==> src/sv/pcd_pkg.sv <==
package pcd_pkg;

  // Field widths fixed by the stream format
  localparam int unsigned SAMPLE_FIELD_BITS = 12;
  localparam int unsigned METRIC_BITS       = 16;

  // Fraction bits of the squared metric test: m^2 * 8E <= P^2 * 2^32
  localparam int unsigned FRAC_SHIFT = 2 * METRIC_BITS;

  // Pulse positions of the preamble inside the window, oldest sample first
  localparam int unsigned PULSE_COUNT = 8;
  localparam int unsigned PULSE_POS [PULSE_COUNT] = '{0, 1, 3, 4, 14, 15, 18, 19};

  // Sequencer of the top level
  typedef enum logic [3:0] {
    ST_IDLE,
    ST_SQ_OLD,
    ST_SQ_NEW,
    ST_UPDATE,
    ST_PSUM,
    ST_SQ_P,
    ST_ROOT_GO,
    ST_ROOT_WAIT,
    ST_FIN
  } state_t;

endpackage

==> src/sv/pcd_root_div.sv <==
// Bit-serial search for the largest m < 2^16 with m^2 * k <= psq * 2^32.
// Each metric bit runs an add phase, then a compare-and-subtract phase.
module pcd_root_div #(
  parameter int unsigned KW = 32,
  parameter int unsigned PW = 15
) (
  input  logic                               clk,
  input  logic                               rst,
  input  logic                               start,
  input  logic [KW-1:0]                      k,
  input  logic [2*PW-1:0]                    psq,
  output logic                               done,
  output logic [pcd_pkg::METRIC_BITS-1:0]    metric
);

  localparam int unsigned WW = KW + pcd_pkg::FRAC_SHIFT;
  localparam int unsigned BW = $clog2(pcd_pkg::METRIC_BITS);
  localparam int unsigned B_SHIFT = 2 * (pcd_pkg::METRIC_BITS - 1);

  logic          busy;
  logic          phase;
  logic [BW-1:0] bitcnt;
  logic [WW-1:0] rem;    // psq*2^32 - m^2*k
  logic [WW-1:0] acc_a;  // m*k << (j+1)
  logic [WW-1:0] acc_b;  // k << (2j)
  logic [WW-1:0] delta;  // trial increment for bit j

  // Control: run one phase pair per metric bit, pulse done at the end
  always_ff @(posedge clk) begin
    if (rst) begin
      busy   <= 1'b0;
      phase  <= 1'b0;
      done   <= 1'b0;
      bitcnt <= '0;
    end else begin
      done <= 1'b0;
      if (start) begin
        busy   <= 1'b1;
        phase  <= 1'b0;
        bitcnt <= BW'(pcd_pkg::METRIC_BITS - 1);
      end else if (busy) begin
        phase <= ~phase;
        if (phase) begin
          if (bitcnt == '0) begin
            busy <= 1'b0;
            done <= 1'b1;
          end else begin
            bitcnt <= bitcnt - 1'b1;
          end
        end
      end
    end
  end

  // Datapath: add trial term, then compare and subtract
  always_ff @(posedge clk) begin
    if (start) begin
      rem    <= WW'(psq) << pcd_pkg::FRAC_SHIFT;
      acc_a  <= '0;
      acc_b  <= WW'(k) << B_SHIFT;
      metric <= '0;
    end else if (busy) begin
      if (!phase) begin
        delta <= acc_a + acc_b;
      end else begin
        if (delta <= rem) begin
          rem            <= rem - delta;
          acc_a          <= (acc_a >> 1) + acc_b;
          metric[bitcnt] <= 1'b1;
        end else begin
          acc_a <= acc_a >> 1;
        end
        acc_b <= acc_b >> 2;
      end
    end
  end

endmodule

==> src/sv/preamble_correlation_detector_core.sv <==
// Channel   Dir  Beat payload                                  Handshake
// s_*       in   tdata: sample[11:0], zero pad; tuser: restart tvalid/tready
// m_*       out  tdata: metric[15:0]; tuser: energy_zero       tvalid/tready
//
// While the window fills, a sample passes the old-square, new-square and update
// steps; when the full window has zero energy the pulse-sum step follows, and
// otherwise six sequencer steps share one squarer for the old sample, the new
// sample and the pulse sum, then the root/divide unit resolves the 16 metric bits.
// s_tready is high only between samples. A finished result sits in the output
// register; the next sample is taken meanwhile, and its result waits in the FIN step
// until the previous beat has left. Reset empties the window at once.
module preamble_correlation_detector_core #(
  parameter int unsigned WINDOW_LEN  = 32,
  parameter int unsigned SAMPLE_BITS = 12
) (
  input  logic        clk,
  input  logic        rst,
  input  logic        s_tvalid,
  output logic        s_tready,
  input  logic [15:0] s_tdata,   // [11:0] sample, [15:12] zero
  input  logic        s_tuser,   // [0] restart
  output logic        m_tvalid,
  input  logic        m_tready,
  output logic [15:0] m_tdata,   // [15:0] metric
  output logic        m_tuser    // [0] energy_zero
);

  localparam int unsigned AW = $clog2(WINDOW_LEN);
  localparam int unsigned CW = $clog2(WINDOW_LEN + 1);
  localparam int unsigned EW = 2 * SAMPLE_BITS + AW;
  localparam int unsigned KW = EW + 3;
  localparam int unsigned PW = SAMPLE_BITS + 3;

  pcd_pkg::state_t state, state_next;

  logic [SAMPLE_BITS-1:0] win [WINDOW_LEN];
  logic [SAMPLE_BITS-1:0] s_reg;
  logic [CW-1:0]          fill;
  logic [EW-1:0]          energy;
  logic [PW-1:0]          psum;
  logic [2*PW-1:0]        sq;
  logic [PW-1:0]          mul_a;
  logic [PW-1:0]          psum_c;
  logic                   res_zero;
  logic                   full;
  logic                   root_start;
  logic                   root_done;
  logic [pcd_pkg::METRIC_BITS-1:0] root_metric;
  logic                   s_fire;
  logic                   out_free;

  assign s_fire   = s_tvalid && s_tready;
  assign full     = (fill == CW'(WINDOW_LEN));
  assign out_free = !m_tvalid || m_tready;

  // Next state
  always_comb begin
    state_next = state;
    unique case (state)
      pcd_pkg::ST_IDLE:      if (s_fire) state_next = pcd_pkg::ST_SQ_OLD;
      pcd_pkg::ST_SQ_OLD:    state_next = pcd_pkg::ST_SQ_NEW;
      pcd_pkg::ST_SQ_NEW:    state_next = pcd_pkg::ST_UPDATE;
      pcd_pkg::ST_UPDATE:    state_next = (full || fill == CW'(WINDOW_LEN - 1))
                                          ? pcd_pkg::ST_PSUM : pcd_pkg::ST_IDLE;
      pcd_pkg::ST_PSUM:      state_next = (energy == '0) ? pcd_pkg::ST_FIN
                                                         : pcd_pkg::ST_SQ_P;
      pcd_pkg::ST_SQ_P:      state_next = pcd_pkg::ST_ROOT_GO;
      pcd_pkg::ST_ROOT_GO:   state_next = pcd_pkg::ST_ROOT_WAIT;
      pcd_pkg::ST_ROOT_WAIT: if (root_done) state_next = pcd_pkg::ST_FIN;
      pcd_pkg::ST_FIN:       if (out_free) state_next = pcd_pkg::ST_IDLE;
      default:               state_next = pcd_pkg::ST_IDLE;
    endcase
  end

  // Outputs of the sequencer
  always_comb begin
    s_tready   = 1'b0;
    root_start = 1'b0;
    mul_a      = psum;
    unique case (state)
      pcd_pkg::ST_IDLE:    s_tready = 1'b1;
      pcd_pkg::ST_SQ_OLD:  mul_a = PW'(win[0]);
      pcd_pkg::ST_SQ_NEW:  mul_a = PW'(s_reg);
      pcd_pkg::ST_ROOT_GO: root_start = 1'b1;
      default:             mul_a = psum;
    endcase
  end

  always_ff @(posedge clk) begin
    if (rst) begin
      state <= pcd_pkg::ST_IDLE;
    end else begin
      state <= state_next;
    end
  end

  // Shared squarer
  always_ff @(posedge clk) begin
    sq <= mul_a * mul_a;
  end

  // Pulse sum over the fixed taps
  always_comb begin
    psum_c = '0;
    for (int i = 0; i < pcd_pkg::PULSE_COUNT; i++) begin
      psum_c = psum_c + PW'(win[AW'(pcd_pkg::PULSE_POS[i])]);
    end
  end

  // Window control: fill count and running energy
  always_ff @(posedge clk) begin
    if (rst) begin
      fill   <= '0;
      energy <= '0;
    end else begin
      if (s_fire && s_tuser) begin
        fill   <= '0;
        energy <= '0;
      end
      if (state == pcd_pkg::ST_SQ_NEW && full) begin
        energy <= energy - EW'(sq);
      end
      if (state == pcd_pkg::ST_UPDATE) begin
        energy <= energy + EW'(sq);
        if (!full) begin
          fill <= fill + 1'b1;
        end
      end
    end
  end

  // Sample capture, window shift and pulse sum
  always_ff @(posedge clk) begin
    if (s_fire) begin
      s_reg <= SAMPLE_BITS'(s_tdata[pcd_pkg::SAMPLE_FIELD_BITS-1:0]);
    end
    if (state == pcd_pkg::ST_UPDATE) begin
      for (int i = 0; i < WINDOW_LEN - 1; i++) begin
        win[i] <= win[i+1];
      end
      win[WINDOW_LEN-1] <= s_reg;
    end
    if (state == pcd_pkg::ST_PSUM) begin
      psum     <= psum_c;
      res_zero <= (energy == '0);
    end
  end

  pcd_root_div #(
    .KW (KW),
    .PW (PW)
  ) u_root (
    .clk    (clk),
    .rst    (rst),
    .start  (root_start),
    .k      ({energy, 3'b000}),
    .psq    (sq),
    .done   (root_done),
    .metric (root_metric)
  );

  // Output register: load when the previous beat has left
  always_ff @(posedge clk) begin
    if (rst) begin
      m_tvalid <= 1'b0;
    end else if (state == pcd_pkg::ST_FIN && out_free) begin
      m_tvalid <= 1'b1;
    end else if (m_tready) begin
      m_tvalid <= 1'b0;
    end
  end

  always_ff @(posedge clk) begin
    if (state == pcd_pkg::ST_FIN && out_free) begin
      m_tdata <= res_zero ? '0 : root_metric;
      m_tuser <= res_zero;
    end
  end

endmodule

==> config.mk <==
export PLATFORM = sky130hd
export DESIGN_NAME = preamble_correlation_detector_core
export DESIGN_NICKNAME = d
export VERILOG_FILES = /design/src/sv/pcd_pkg.sv /design/src/sv/pcd_root_div.sv /design/src/sv/preamble_correlation_detector_core.sv
export SDC_FILE = /design/constraint.sdc
export NUM_CORES = 2
export LEC_CHECK = 0
export ABC_AREA = 1
export BUFFER_PORTS_ARGS = -buffer_cell sky130_fd_sc_hd__buf_2
export CAP_MARGIN = 20
export CORE_MARGIN = 4
export CORE_UTILIZATION = 50
export CTS_BUF_LIST = sky130_fd_sc_hd__clkbuf_8 sky130_fd_sc_hd__clkbuf_16
export DETAILED_ROUTE_END_ITERATION = 8
export PLACE_DENSITY = 0.68
export SYNTH_ARGS = -nofsm -noshare
export SYNTH_HDL_FRONTEND = slang
export SYNTH_SLANG_ARGS = --single-unit
==> constraint.sdc <==
create_clock -name clk -period 21.1 [get_ports clk]
set_input_delay 3.165 -clock clk [delete_from_list [all_inputs] [get_ports clk]]
set_output_delay 3.165 -clock clk [all_outputs]
set_load 0.02 [all_outputs]
==> parameters.txt <==
Parameter                              Value

STA
  Setup TNS after final layout    0 ns
  Clock skew    ~0.047 ns
  Number of slew-limit violations in the final report    0
  Worst setup slack after layout    around 13 ns
  Final critical delay including setup and external delays    a little under 8 ns
  Count of endpoints failing setup in the final report    0
  Max Clock Freq    0.1292 GHz
  Number of endpoints with negative hold slack in the final report    0
  Actual slew at the worst max-slew pin    around 1.1 ns
  Final critical-path share of the clock period    0.3668
  Relative slew margins    0.2529
  RSZ-0062 raised after global routing    false

Clock network
  Number of setup buffers added after CTS    0
  Number of sinks driven by the clock tree    between 700 and 800
  Hold-fix buffer count after cts    0
  Number of instances resized during post-cts repair    0
  CTS tree    built
  Cell at the root of the clock tree    sky130_fd_sc_hd__clkbuf_16
  Clock latency on the worst-skew pair    0.71 ns
  Buffer levels on the longest clock path    3
  Number of buffers inserted during clock tree synthesis    84
  Number of H-tree branching levels    3
  Clock input transition at the sequential cells of the worst setup and hold paths    around 0.07 ns

Logic synthesis
  Library cells used by synthesis    58
  Number of enable-type register cells in the synthesized netlist    about 550
  Mapped cell area    around 0.054 mm²
  Count of yosys warnings during synthesis    0
  Proportion of synthesized chip area in sequential cells    0.3898
  Count of mapped cells out of synthesis    6875
  Number of register bits inferred by synthesis    around 780
  Nets in the synthesized netlist    7461
  Top_reg_cell synth    sky130_fd_sc_hd__edfxtp_1
  Mean Syn Cell Area    7.850 µm²
  Synth async-reset ratio    0

Place
  Port Buffers    35
  Gp weighted congestion    a little over 1
  Worst setup timing slack at the placement stage    around 13 ns
  Number of cells in the design after placement    approximately 8200
  Post-detailed-placement half-perimeter wirelength    roughly 130000 µm

Routing
  Initial drt markers    3988
  Via count of the routed design    ~45000
  Total Routed Length    between 150000 and 200000 µm
  DRC    0
  Number of iterations in the first detailed-routing pass    8
  Count of nets left with antenna violations after detail routing    0
  Vias/cell    around 5.3
  WL per Instance    approximately 20 µm

Finish
  Non-filler instance count after layout    between 8000 and 9000
  Highest-count cells in the layout ignoring fill and taps    sky130_fd_sc_hd__nand2_1 (1885), sky130_fd_sc_hd__inv_1 (1315), sky130_fd_sc_hd__nor2_1 (677), sky130_fd_sc_hd__edfxtp_1 (552), sky130_fd_sc_hd__a21oi_1 (364)
  Antenna diodes    0
  Max FFs per register    around 380
  Area growth from synthesis to layout    8.557%
  Total Nets Final    approximately 7500
  Most frequent standard cell in the layout excluding fill and tap cells    sky130_fd_sc_hd__nand2_1
  Fraction of layout instances using a drive strength above 1    0.03504
  Register containing the most flip-flops in the final layout    win

Global routing
  Vias in the first global route    between 40000 and 50000
  Aggregate global-route resource usage    0.2858
  Total congestion overflow after global routing    0
  Global-route wire length before repair    246900 µm
  Number of antenna violations at the first check in global routing    1
  Largest net degree at the start of global routing    between 150 and 200

Worst setup path
  Sort of element at the start of the critical path    flop
  Slowest cell on the critical path    sky130_fd_sc_hd__nor2_2
  Nature of the critical path endpoint    flop
  Crit path largest cell delay    slightly above 0.6 ns
  Critical Path AT    ~8.3 ns
  Worst-path fanout max    26
  Req. time, crit path    between 20 and 25 ns
  Type of the worst setup path    flop to flop

Die
  Effective utilization at floorplan    0.5041
  Row Count    120
  Vertical extent of the die    around 340 µm
  Die footprint    roughly 0.11 mm²
  Boundary pin count    40
  Die Wd    around 340 µm
  Core Region    0.1071 mm²

Power and ir drop
  Max IR drop VDD    between 0.2 and 0.25 mV
  Leakage Power    slightly below 30 nW
  Pwr Total    between 6 and 7 mW
  Power per cell area    between 100 and 150 mW/mm²

Flow run
  Number of violations of the max-capacitance limit    0

Status
  Result of the run    complete, no violations

Worst hold path
  Hold Crit Class    flop to flop
-- routing by layer --
metal,global-route usage,part of all wire
met1,0.3637,0.41
met2,0.4863,0.48
met3,0.03391,0.057
met4,0.1389,0.055
met5,0,0
-- cell families (layout without fill, tap and decap cells) --
| logic type | Yosys count | after routing | synth area share |
|---|---|---|---|
| xor+xnor | 158 | 158 | 0.02564 |
| buf+inv | 1414 | 1532 | 0.09987 |
| compound gates | 851 | 851 | 0.09104 |
| flops | 775 | 775 | 0.3898 |
| fa+ha+maj | 565 | 565 | 0.1599 |
| simple gates | 3112 | 3112 | 0.2337 |
-- stage by stage --
step	utilization	hold WS (ns)	cell area [µm²]
after global routing	0.5473	0.4019	58590
final	0.5473	0.4013	58590
after floorplan	-	0.4003	53970
after global placement	0.5198	0.4003	55640
after CTS	0.5468	0.3942	58540
after detailed placement	0.5198	0.4045	55640
-- layout make-up --
class	count	area, µm²
repair buffers	53	355.3
flip-flops and latches	775	21040
inverters	1323	4974
clock buffers	90	2196
well taps	1403	1755
fillers	10140	48460
clock inverters	66	701.9
multi-input cells	4686	27570
-- path summary, 6_finish.rpt --
path	start	end	slack, ns	cells past startpoint
hold / removal	win[0][133]$_DFFE_PP_	win[0][121]$_DFFE_PP_	0.40	0
hold reg to reg	win[0][133]$_DFFE_PP_	win[0][121]$_DFFE_PP_	0.40	0
setup reg to reg	state[2]$_SDFFE_PP0P_	sq[25]$_DFF_P_	13.36	26
setup / recovery	state[2]$_SDFFE_PP0P_	sq[25]$_DFF_P_	13.36	26
-- power breakdown --
group	switching, mW	leakage, nW	internal (mW)
logic	2.16	21.7	1.22
registers	0.0687	6.52	1.73
clock network	0.658	1.45	0.866
-- cell usage after synthesis, types with 16 or more instances --
master	number	area, µm²
sky130_fd_sc_hd__a22oi_1	33	247.7
sky130_fd_sc_hd__nor2_1	680	2552
sky130_fd_sc_hd__nand4_1	62	387.9
sky130_fd_sc_hd__nand3b_1	29	217.7
sky130_fd_sc_hd__nand3_1	343	1717
sky130_fd_sc_hd__inv_1	1304	4895
sky130_fd_sc_hd__a21o_1	21	157.7
sky130_fd_sc_hd__buf_2	24	120.1
sky130_fd_sc_hd__ha_1	357	4467
sky130_fd_sc_hd__fa_1	208	4164
sky130_fd_sc_hd__o211ai_1	36	270.3
sky130_fd_sc_hd__xnor2_1	57	499.2
sky130_fd_sc_hd__clkbuf_1	51	191.4
sky130_fd_sc_hd__xor2_1	101	884.6
sky130_fd_sc_hd__a31oi_1	18	112.6
sky130_fd_sc_hd__nor4_1	16	100.1
sky130_fd_sc_hd__nand2_1	1886	7079
sky130_fd_sc_hd__edfxtp_1	552	16580
sky130_fd_sc_hd__o21ai_1	40	200.2
sky130_fd_sc_hd__nor3_1	71	355.3
sky130_fd_sc_hd__a21oi_1	364	1822
sky130_fd_sc_hd__inv_2	17	63.81
sky130_fd_sc_hd__o21bai_1	49	367.9
sky130_fd_sc_hd__dfxtp_1	223	4464
sky130_fd_sc_hd__o21ai_0	234	1171
-- critical path, delay by kind of cell, from the launching register on --
family | cells | cell delay, ns
fa+ha+maj | 7 | 3.12
simple gates | 6 | 1.80
compound gates | 5 | 1.40
buf+inv | 7 | 0.84
flops | 1 | 0.35
xor+xnor | 1 | 0.13
(Power assumes the default switching activity.)
